--- config.mk ---
export PLATFORM = sky130hd
export DESIGN_NAME = signal_change_to_command_queue_top
export DESIGN_NICKNAME = d
export VERILOG_FILES = /design/src/design/sccq_pkg.sv /design/src/design/sccq_ring.sv /design/src/design/signal_change_to_command_queue_top.sv
export SDC_FILE = /design/constraint.sdc
export NUM_CORES = 2
export LEC_CHECK = 0
export BUFFER_PORTS_ARGS = -buffer_cell sky130_fd_sc_hd__buf_2
export CAP_MARGIN = 20
export CORE_MARGIN = 3
export CORE_UTILIZATION = 46
export DETAILED_ROUTE_END_ITERATION = 6
export GPL_ROUTABILITY_DRIVEN = 0
export SLEW_MARGIN = 20
export SYNTH_ARGS = -nofsm -noshare
export SYNTH_HDL_FRONTEND = slang
export SYNTH_SLANG_ARGS = --single-unit
--- constraint.sdc ---
create_clock -name clock -period 17.4 [get_ports clock]
set_input_delay 1.74 -clock clock [delete_from_list [all_inputs] [get_ports clock]]
set_output_delay 1.74 -clock clock [all_outputs]
set_load 0.01 [all_outputs]
--- src/design/sccq_pkg.sv ---
// ----------------------------------------------------------------------------
// sccq_pkg
// Shared types and constants for the signal change to command queue.
// ----------------------------------------------------------------------------
package sccq_pkg;

   localparam int QueueDepth = 64;
   localparam int PtrWidth   = $clog2(QueueDepth);

   localparam logic [10:0] MatchIdReset = 11'h2CF;

   localparam logic [4:0] EffAmbient = 5'd0;
   localparam logic [4:0] EffTheme0  = 5'd1;
   localparam logic [4:0] EffNap0    = 5'd7;
   localparam logic [4:0] EffStart   = 5'd12;
   localparam logic [4:0] EffTemp    = 5'd15;
   localparam logic [4:0] EffVoice   = 5'd16;
   localparam logic [4:0] EffDoor    = 5'd17;
   localparam logic [4:0] EffRear    = 5'd18;
   localparam logic [4:0] EffTweeter = 5'd19;
   localparam logic [4:0] EffVideo   = 5'd20;

   localparam logic ActExamine = 1'b0;
   localparam logic ActPop     = 1'b1;

   localparam logic KindDeactivate = 1'b0;
   localparam logic KindActivate   = 1'b1;

   typedef struct packed {
      logic        action;
      logic [10:0] frame_id;
      logic [31:0] timestamp;
      logic [7:0]  power_state;
      logic [7:0]  theme_code;
      logic [7:0]  nap_code;
      logic [23:0] motion_welcome_drive;
      logic [7:0]  voice_code;
      logic [11:0] corner_flags;
      logic [7:0]  tweeter_code;
      logic        video_active;
   } req_type;

   typedef struct packed {
      logic        found;
      logic        command_kind;
      logic [4:0]  effect_id;
      logic [31:0] command_time;
   } rsp_type;

   typedef struct packed {
      logic        kind;
      logic [4:0]  effect;
      logic [31:0] time_ms;
   } entry_type;

endpackage

--- src/design/sccq_ring.sv ---
// ----------------------------------------------------------------------------
// sccq_ring
// Command ring: one write at the tail and one registered read at the head.
// ----------------------------------------------------------------------------
module sccq_ring (
   input  logic                clock,
   input  logic                reset,
   input  logic                push_en,
   input  sccq_pkg::entry_type push_data,
   input  logic                pop_en,
   output sccq_pkg::entry_type rd_data,
   output logic                empty
);
   import sccq_pkg::*;

   entry_type             mem [QueueDepth];
   entry_type             rd_data_ff;
   logic [PtrWidth-1:0]   head_ff, head_in;
   logic [PtrWidth-1:0]   tail_ff, tail_in;
   logic [PtrWidth-1:0]   tail_next;
   logic [PtrWidth-1:0]   head_next;
   logic                  full;

   assign tail_next = (tail_ff == PtrWidth'(QueueDepth - 1)) ? '0 : tail_ff + 1'b1;
   assign head_next = (head_ff == PtrWidth'(QueueDepth - 1)) ? '0 : head_ff + 1'b1;
   assign full      = (tail_next == head_ff);
   assign empty     = (tail_ff == head_ff);
   assign rd_data   = rd_data_ff;

   always_comb begin
      tail_in = tail_ff;
      head_in = head_ff;
      if (push_en && !full) begin
         tail_in = tail_next;
      end
      if (pop_en && !empty) begin
         head_in = head_next;
      end
   end

   always_ff @(posedge clock) begin
      if (reset) begin
         head_ff <= '0;
         tail_ff <= '0;
      end else begin
         head_ff <= head_in;
         tail_ff <= tail_in;
      end
   end

   always_ff @(posedge clock) begin
      if (push_en && !full) begin
         mem[tail_ff] <= push_data;
      end
      rd_data_ff <= mem[head_ff];
   end

endmodule

--- src/design/signal_change_to_command_queue_top.sv ---
// ----------------------------------------------------------------------------
// signal_change_to_command_queue_top
// Turns changes of vehicle signals into queued effect commands.
// ----------------------------------------------------------------------------
// A request is taken when start is high and busy is low. An examine request
// whose frame id equals the csr match id runs fourteen check steps, one per
// cycle, through one shared compare unit; each step may write one command
// into the 63-entry ring, and a power state of zero ends the run after the
// power step. A frame with another id is dropped at once and leaves busy low.
// A pop request reads the ring head through its registered read port: busy
// stays high through the read state and then the output state, in which the
// response strobe rises and lasts one cycle. The receiver cannot stall, so
// each response is taken in the cycle it is shown. An empty ring gives a
// response with found low and all fields zero. Reset clears the stored
// signal values and ring pointers (not the ring memory) and sets the match
// id to 0x2CF. The user must write the csr only while idle; it is unchecked.
// ----------------------------------------------------------------------------
module signal_change_to_command_queue_top (
   input  logic              clock,
   input  logic              reset,
   input  logic              start,
   output logic              busy,
   input  sccq_pkg::req_type req_payload,
   output logic              rsp_strobe,
   output sccq_pkg::rsp_type rsp_payload,
   input  logic              csr_write_en,
   input  logic [10:0]       csr_write_data
);
   import sccq_pkg::*;

   typedef enum logic [1:0] {
      ST_IDLE,
      ST_EXAM,
      ST_POP_READ,
      ST_POP_OUT
   } state_type;

   typedef enum logic [3:0] {
      SP_POWER,
      SP_THEME_OLD,
      SP_THEME_NEW,
      SP_NAP_OLD,
      SP_NAP_NEW,
      SP_START,
      SP_WELCOME,
      SP_DRIVING,
      SP_CLIMATE,
      SP_VOICE,
      SP_DOOR,
      SP_REAR,
      SP_TWEETER,
      SP_VIDEO
   } step_type;

   state_type   state_ff;
   step_type    step_ff;
   req_type     req_ff;
   logic [10:0] match_id_ff;
   logic [7:0]  last_power_ff;
   logic [7:0]  last_theme_ff;
   logic [7:0]  last_nap_ff;
   logic [23:0] last_mwd_ff;
   logic [7:0]  last_voice_ff;
   logic [11:0] last_corner_ff;
   logic [7:0]  last_tweeter_ff;
   logic        last_video_ff;

   logic        accept;
   logic        want;
   logic        kind;
   logic [4:0]  effect;
   logic [7:0]  now_op;
   logic [7:0]  old_op;
   logic        op_changed;
   entry_type   push_data;
   entry_type   rd_data;
   logic        empty;
   logic        pop_en;

   function automatic logic voice_engaged(input logic [7:0] v);
      voice_engaged = (v == 8'd2) || (v == 8'd4) || (v == 8'd7);
   endfunction

   assign accept = start && !busy;
   assign busy   = (state_ff != ST_IDLE);

   // shared compare unit with per-step operand select
   always_comb begin
      now_op = '0;
      old_op = '0;
      unique case (step_ff)
         SP_POWER: begin
            now_op = req_ff.power_state;
            old_op = last_power_ff;
         end
         SP_THEME_OLD, SP_THEME_NEW: begin
            now_op = req_ff.theme_code;
            old_op = last_theme_ff;
         end
         SP_NAP_OLD, SP_NAP_NEW: begin
            now_op = req_ff.nap_code;
            old_op = last_nap_ff;
         end
         SP_START: begin
            now_op = req_ff.motion_welcome_drive[7:0];
            old_op = last_mwd_ff[7:0];
         end
         SP_WELCOME: begin
            now_op = req_ff.motion_welcome_drive[15:8];
            old_op = last_mwd_ff[15:8];
         end
         SP_DRIVING: begin
            now_op = req_ff.motion_welcome_drive[23:16];
            old_op = last_mwd_ff[23:16];
         end
         SP_CLIMATE: begin
            now_op = {7'd0, |req_ff.corner_flags[3:0]};
            old_op = {7'd0, |last_corner_ff[3:0]};
         end
         SP_VOICE: begin
            now_op = {7'd0, voice_engaged(req_ff.voice_code)};
            old_op = {7'd0, voice_engaged(last_voice_ff)};
         end
         SP_DOOR: begin
            now_op = {7'd0, |req_ff.corner_flags[7:4]};
            old_op = {7'd0, |last_corner_ff[7:4]};
         end
         SP_REAR: begin
            now_op = {7'd0, |req_ff.corner_flags[11:8]};
            old_op = {7'd0, |last_corner_ff[11:8]};
         end
         SP_TWEETER: begin
            now_op = req_ff.tweeter_code;
            old_op = last_tweeter_ff;
         end
         SP_VIDEO: begin
            now_op = {7'd0, req_ff.video_active};
            old_op = {7'd0, last_video_ff};
         end
         default: begin
            now_op = '0;
            old_op = '0;
         end
      endcase
   end

   assign op_changed = (now_op != old_op);

   always_comb begin
      want   = op_changed;
      kind   = (now_op != 8'd0) ? KindActivate : KindDeactivate;
      effect = EffAmbient;
      unique case (step_ff)
         SP_POWER: begin
            effect = EffAmbient;
         end
         SP_THEME_OLD: begin
            want   = op_changed && (old_op <= 8'd6);
            kind   = KindDeactivate;
            effect = EffTheme0 + old_op[4:0];
         end
         SP_THEME_NEW: begin
            want   = op_changed && (now_op <= 8'd6);
            kind   = KindActivate;
            effect = EffTheme0 + now_op[4:0];
         end
         SP_NAP_OLD: begin
            want   = op_changed && (old_op >= 8'd1) && (old_op <= 8'd4);
            kind   = KindDeactivate;
            effect = EffNap0 + old_op[4:0];
         end
         SP_NAP_NEW: begin
            want   = op_changed && (now_op >= 8'd1) && (now_op <= 8'd4);
            kind   = KindActivate;
            effect = EffNap0 + now_op[4:0];
         end
         SP_START:   effect = EffStart;
         SP_WELCOME: effect = EffStart + 5'd1;
         SP_DRIVING: effect = EffStart + 5'd2;
         SP_CLIMATE: effect = EffTemp;
         SP_VOICE:   effect = EffVoice;
         SP_DOOR:    effect = EffDoor;
         SP_REAR:    effect = EffRear;
         SP_TWEETER: begin
            kind   = (now_op == 8'd1) ? KindDeactivate : KindActivate;
            effect = EffTweeter;
         end
         SP_VIDEO:   effect = EffVideo;
         default: begin
            want   = 1'b0;
            effect = EffAmbient;
         end
      endcase
   end

   assign push_data.kind    = kind;
   assign push_data.effect  = effect;
   assign push_data.time_ms = req_ff.timestamp;
   assign pop_en            = (state_ff == ST_POP_OUT);

   sccq_ring u_ring (
      .clock     (clock),
      .reset     (reset),
      .push_en   ((state_ff == ST_EXAM) && want),
      .push_data (push_data),
      .pop_en    (pop_en),
      .rd_data   (rd_data),
      .empty     (empty)
   );

   assign rsp_strobe                = pop_en;
   assign rsp_payload.found         = !empty;
   assign rsp_payload.command_kind  = empty ? 1'b0 : rd_data.kind;
   assign rsp_payload.effect_id     = empty ? 5'd0 : rd_data.effect;
   assign rsp_payload.command_time  = empty ? 32'd0 : rd_data.time_ms;

   always_ff @(posedge clock) begin
      if (accept) begin
         req_ff <= req_payload;
      end
   end

   always_ff @(posedge clock) begin
      if (reset) begin
         state_ff        <= ST_IDLE;
         step_ff         <= SP_POWER;
         match_id_ff     <= MatchIdReset;
         last_power_ff   <= '0;
         last_theme_ff   <= '0;
         last_nap_ff     <= '0;
         last_mwd_ff     <= '0;
         last_voice_ff   <= '0;
         last_corner_ff  <= '0;
         last_tweeter_ff <= '0;
         last_video_ff   <= '0;
      end else begin
         if (csr_write_en) begin
            match_id_ff <= csr_write_data;
         end
         unique case (state_ff)
            ST_IDLE: begin
               step_ff <= SP_POWER;
               if (accept) begin
                  if (req_payload.action == ActPop) begin
                     state_ff <= ST_POP_READ;
                  end else if (req_payload.frame_id == match_id_ff) begin
                     state_ff <= ST_EXAM;
                  end
               end
            end
            ST_EXAM: begin
               if (step_ff == SP_POWER) begin
                  last_power_ff <= req_ff.power_state;
               end
               if (step_ff == SP_POWER && req_ff.power_state == 8'd0) begin
                  state_ff <= ST_IDLE;
               end else if (step_ff == SP_VIDEO) begin
                  last_theme_ff   <= req_ff.theme_code;
                  last_nap_ff     <= req_ff.nap_code;
                  last_mwd_ff     <= req_ff.motion_welcome_drive;
                  last_voice_ff   <= req_ff.voice_code;
                  last_corner_ff  <= req_ff.corner_flags;
                  last_tweeter_ff <= req_ff.tweeter_code;
                  last_video_ff   <= req_ff.video_active;
                  state_ff        <= ST_IDLE;
               end else begin
                  step_ff <= step_type'(step_ff + 4'd1);
               end
            end
            ST_POP_READ: begin
               state_ff <= ST_POP_OUT;
            end
            ST_POP_OUT: begin
               state_ff <= ST_IDLE;
            end
            default: begin
               state_ff <= ST_IDLE;
            end
         endcase
      end
   end

endmodule

* Yosys cells after proc, flatten, opt, wreduce, memory -nomap -nowiden
Memory sizes are Yosys's and may differ from the RTL's. A register that Yosys moved wholly into a read port is not among the register bits.
Index checks and enable logic that the tools add are counted.
** Word-level totals
- Bits in registers :: 215
- Latch bits :: 0
- RAM bits :: 2432
- Bits in read-only memories :: 0
- Output and inout bits :: 41
- Memories :: 1
** Operators by class
- Add/sub/neg operators :: 7
- Multipliers :: 0
- Divide/modulo/power cells :: 0
- Order comparisons :: 6
- Equal/unequal tests :: 34
- Shift-type cells :: 0
- Mux-type cells :: 23
- Bitwise gates (word level) :: 1
- Reduce and logical (&&, ||, !) cells :: 39
** Memory list
- u_ring.mem :: words 64, width 38, rd ports 1, clocked after Yosys merged registers in 1, write ports 1, line sccq_ring.sv:16 : entry_type mem [QueueDepth];
** Operators with widths (number)
- case mux 8 bit (12 select lines) :: 2
- case mux 5 bit (13 select lines) :: 1
- == test 8 x 3 -> 1 bit (second input constant) :: 4
- <= comparator 8 x 3 -> 1 bit (second input constant) :: 4
- 2-to-1 mux 32 bit :: 1
- == test 4 bit (second input constant) :: 6
- OR reduction 4 bit :: 6
- == test 4 x 3 -> 1 bit (second input constant) :: 4
- == test 8 x 2 -> 1 bit (second input constant) :: 2
- >= comparator 8 x 1 -> 1 bit (second input constant) :: 2
- adder 6 x 1 -> 6 bit (second input constant) :: 2
- == test 6 bit :: 2
- == test 6 bit (second input constant) :: 2
- 2-to-1 mux 6 bit :: 2
- == test 11 bit :: 1
- logical AND 1 bit :: 11
- adder 1 x 5 -> 5 bit (first input constant) :: 2
- adder 3 x 5 -> 5 bit (first input constant) :: 2
- 2-to-1 mux 2 bit :: 5
- OR reduction 10 bit :: 1
- AND reduction 3 bit :: 3
- == test 4 x 2 -> 1 bit (second input constant) :: 2
- == test 8 x 1 -> 1 bit (second input constant) :: 1
- logical NOT 8 bit :: 1
- 24 further kinds :: 41

* Depth between registers and ports, before layout
- Word-level depth :: 12
- Mapped depth :: 16

* Cells and area by module
Synthesis repeated with hierarchy kept, for this count alone.
** Unflattened totals
- Cell total of the unflattened synthesis :: 4727
- Area, all modules :: 103066.3 µm²
** Modules (own cells, without submodules)
- sccq_ring :: instances 1, cells each 3892, area an instance 94260.4 µm², sequential area each 74031.0 µm²
- signal_change_to_command_queue_top :: instances 1, cells each 835, area an instance 8805.9 µm², sequential area each 5154.9 µm²

* Worst setup path after synthesis
No wires, ideal clock.
- Path kind :: register -> register
- Start point :: reg step_ff[0]
- End point :: mem u_ring.mem[53][0] (netlist name) (enable)
- Data arrival time :: 6.553 ns
- Data required time :: 16.871 ns
- Path slack :: 10.318 ns
- Cell stages (with the launch flop) :: 14
- Path buffers :: 3
- Period minus slack after synthesis :: 7.082 ns
- Cell sequence :: dfxtp_1 -> inv_1 -> ha_1 -> buf_2 -> and3_1 -> buf_2 -> and2_1 -> a2111oi_2 -> nand4_1 -> a311o_1 -> a211o_1 -> a21o_1 -> buf_4 -> nor4_1
** On the way
- Word-level cells in the longest chain between the ends :: 11
** RTL lines
- start, declared :: line signal_change_to_command_queue_top.sv:56 : step_type step_ff;
- start signal, assigned :: line signal_change_to_command_queue_top.sv:267 : step_ff <= step_type'(step_ff + 4'd1);
- == test 4 x 3 -> 1 bit, or another cell as far along :: line signal_change_to_command_queue_top.sv:91, signal_change_to_command_queue_top.sv:153
- OR reduction 2 bit :: line signal_change_to_command_queue_top.sv:91 : unique case (step_ff)
- case mux 8 bit (12 select lines) :: line signal_change_to_command_queue_top.sv:91
- >= comparator 8 x 1 -> 1 bit, or another cell as far along :: line signal_change_to_command_queue_top.sv:173 : want = op_changed && (now_op >= 8'd1) && (now_op <= 8'd4);
- logical AND 1 bit (on tied branches) (2 in series) :: line signal_change_to_command_queue_top.sv:173, signal_change_to_command_queue_top.sv:168
- case mux 1 bit (5 select lines) (*) :: line signal_change_to_command_queue_top.sv:153 : unique case (step_ff)
- logical AND 1 bit (*) :: line signal_change_to_command_queue_top.sv:204 : .push_en ((state_ff == ST_EXAM) && want),
- logical AND 1 bit (*) :: line sccq_ring.sv:52 : if (push_en && !full) begin
- 2-to-1 mux 1 bit (*) :: line sccq_ring.sv:52
- 2-to-1 mux 1 bit (implied by the code) (*) :: line sccq_ring.sv:53 : mem[tail_ff] <= push_data;
- end, declared :: line sccq_ring.sv:16
Every way passes the cells marked *; elsewhere a longest branch is shown, timed or not.

* Final worst setup path
- Start point :: reg step_ff[0]
- End point :: mem u_ring.mem[55][23] (netlist name) (enable)
The elaborated chain is that of the path after synthesis.

==> impl_metrics.env <==
export IMPL_grt_max_degree=145
export IMPL_cts_hold_buf=0
export IMPL_grt_pass1_wl_um=370000
export IMPL_drc=0
export IMPL_vdd_drop_max_mv=0.101
export IMPL_p_int_mw=10.7
export IMPL_drive_above_1_share_pct=32.4
export IMPL_maxSlewViolCount=0
export IMPL_grtUsageTotal_pct=22.7
export IMPL_gr_total_overflow=0
export IMPL_finalSetupViolCount=0
export IMPL_clock_path_buffers=4
export IMPL_cp_slowest_stage_delay_ns=0.90
export IMPL_p_clk_share_pct=44.5
export IMPL_htree_levels=5
export IMPL_path_class="flop to flop"
export IMPL_async_reset_ff_share_pct=0
export IMPL_setup_tns_ns=0
export IMPL_ctsRootBufferMaster="clkbuf_16"
export IMPL_clk_latency_ns=0.93
export IMPL_final_core_util_pct=53.1
export IMPL_wire_per_inst_um=32.1
export IMPL_path_cells="inv_1 > ha_1 > buf_4 > mux2i_2 > nor2_2 > a222oi_1 > nor2_1 > a311o_1 > a211o_1 > a21o_4 > buf_4 > nor3_4 > buf_4"
export IMPL_synth_top_area_cell="edfxtp_1"
export IMPL_drv_cap=0
export IMPL_die_width_um=479
export IMPL_cts_buffers=294
export IMPL_wl_um=259000
export IMPL_netlist_area_mm2=0.103
export IMPL_yosysSeqAreaShare_pct=77.1
export IMPL_path_buf_inv=4
export IMPL_dpl_cell_area_mm2=0.108
export IMPL_grt_pass1_vias=49600
export IMPL_drt_vias_per_instance=6.02
export IMPL_cp_top_family="compound AO/OA/AOI/OAI gates"
export IMPL_p_leak_nw=35.9
export IMPL_holdWs_ns=0.459
export IMPL_worst_slew_pin_slew_ns=1.13
export IMPL_min_period_ns=5.91
export IMPL_nets=5018
export IMPL_cp_max_fo=55
export IMPL_place_hpwl_um=143000
export IMPL_drtAntennaViolNets=0
export IMPL_mostFrequentLayoutCells="edfxtp_1 (2541), mux4_2 (798), clkbuf_16 (305)"
export IMPL_pwr_share_comb_pct=2.0
export IMPL_ys_ff_latch=2685
export IMPL_vias=48600
export IMPL_startpoint_type="flop"
export IMPL_die_y_um=479
export IMPL_arrival_ns=6.41
export IMPL_yosysTopAreaCellShare_pct=74.3
export IMPL_min_path_type="flop to flop"
export IMPL_num_rows=172
export IMPL_netlist_top_cells_area="edfxtp_1 (74%), mux4_2 (17%), dfxtp_1 (2.8%), nand2_1 (0.68%), clkbuf_1 (0.61%)"
export IMPL_cts_num_sinks=2685
export IMPL_area_growth_pct=14.2
export IMPL_coreArea_mm2=0.221
export IMPL_sw_frac_of_total_pct=19.9
export IMPL_drtPass1Iterations=6
export IMPL_required_ns=17.91
export IMPL_slew_headroom_pct=25.0
export IMPL_powerDensity_mw_per_mm2=114
export IMPL_synth_area_per_cell_um2=22.9
export IMPL_synth_cell_types=71
export IMPL_postCtsResizedCells=0
export IMPL_synth_edff_count=2541
export IMPL_antenna_found_initial=17
export IMPL_pin_count=177
export IMPL_post_cts_buffers=0
export IMPL_period_share_pct=33.9
export IMPL_final_common_cell="edfxtp_1"
export IMPL_synthCells=4493
export IMPL_endpoint_kind="flop"
export IMPL_cpMostUsedCell="buf_4"
export IMPL_synth_ff_type="edfxtp_1"
export IMPL_dieArea_mm2=0.229
export IMPL_drt_iter0_drc=6243
export IMPL_design_area_mm2=0.117
export IMPL_final_hold_violation_count=0
export IMPL_power_switching_mw=2.66
export IMPL_skew_ns=0.0596
export IMPL_cts_tree="yes"
export IMPL_slowest_stage="nor3_4"
export IMPL_initial_utilization_pct=46.5
export IMPL_status="finished, final reports clean"
export IMPL_seqPwrFrac_pct=53.5
export IMPL_yosysWarnings=0
export IMPL_portBuffers=176
export IMPL_rsz0062_at_grt="no"
export IMPL_fmax_ghz=0.169
export IMPL_clk_pin_slew_ns=0.06
export IMPL_syn_num_nets=4637
through the flow:
| stage | instances | worst slack (ns) | power, mW |
|---|---|---|---|
| 2_1_floorplan | 4493 | 10.32 | 7.42 |
| 3_3_place_gp | 7535 | 11.41 | 7.55 |
| 3_5_place_dp | 7535 | 11.23 | 7.56 |
| 4_1_cts | 8042 | 11.21 | 13.5 |
| 5_1_grt | 8059 | 11.24 | 13.8 |
| 6_report | 8064 | 11.49 | 13.4 |
final timing paths:
check / depth (start not counted) / from / to / slack, ns
setup / recovery: 13 / step_ff[0] / u_ring.mem[55][23] / 11.49
hold / removal: 2 / last_mwd_ff[8] / last_mwd_ff[8] / 0.46
setup reg to reg: 13 / step_ff[0] / u_ring.mem[55][23] / 11.49
hold reg to reg: 2 / last_mwd_ff[8] / last_mwd_ff[8] / 0.46
state kept, by name (all words and copies together), names as in the netlist:
name / flops
u_ring.mem: 2432
req_ff: 77
u_ring.rd_data: 38
push_data: 32
last_mwd_ff: 24
last_corner_ff: 12
match_id_ff: 11
last_nap_ff: 8
last_power_ff: 8
last_theme_ff: 8
last_tweeter_ff: 8
last_voice_ff: 8
u_ring.head_ff: 6
u_ring.tail_ff: 6
step_ff: 4
state_ff: 2
last_video_ff: 1
cells in the mapped netlist (all sizes together), types with 23 or more instances:
cell type  number
edfxtp       2541
mux4          798
nand2         186
clkbuf        168
dfxtp         144
buf            95
a21oi          94
nor3           63
nor2           45
and2           43
mux2i          32
xor2           27
nand3          23
routing by layer:
layer | global-route usage, % | part of all wire (%)
met5 | 0 | 0.0050
met4 | 6.54 | 2.7
met3 | 3.94 | 7.0
met2 | 35.6 | 49
met1 | 33.0 | 42
worst register-to-register path: stages, from the launching register on:
cell and delay, ns:
dfxtp_1 0.43, inv_1 0.10, ha_1 0.21, buf_4 0.25, mux2i_2 0.29, nor2_2 0.23, a222oi_1 0.79, nor2_1 0.12
a311o_1 0.41, a211o_1 0.38, a21o_4 0.35, buf_4 0.42, nor3_4 0.91, buf_4 0.57
area by class of cell:
class | instances | area (µm²)
multi-input cells | 1531 | 22900
clock buffers | 381 | 8040
flip-flops and latches | 2685 | 79200
fillers | 16900 | 104000
diodes | 21 | 52.6
repair buffers | 348 | 2240
well taps | 2958 | 3700
inverters | 14 | 52.6
clock inverters | 126 | 1120
cell families after synthesis:
group | share of synthesized area (%)
DFF | 77.1
adders and majority gates | 0.107
xor gates and xnor gates | 0.415
buffers and inverters | 1.08
muxes | 17.8
AOI/OAI and AO/OA | 1.33
and+or+nand+nor | 2.13
power groups by stage:
stage                     sequential, mW  clock, mW  combinational (mW)
after floorplan                     7.33          0              0.0840
after global placement              7.29          0               0.259
after detailed placement            7.29          0               0.268
after CTS                           7.16       6.07               0.268
after global routing                7.16       6.35               0.286
final                               7.16       5.96               0.266
Power figures use the tool's default switching activity.
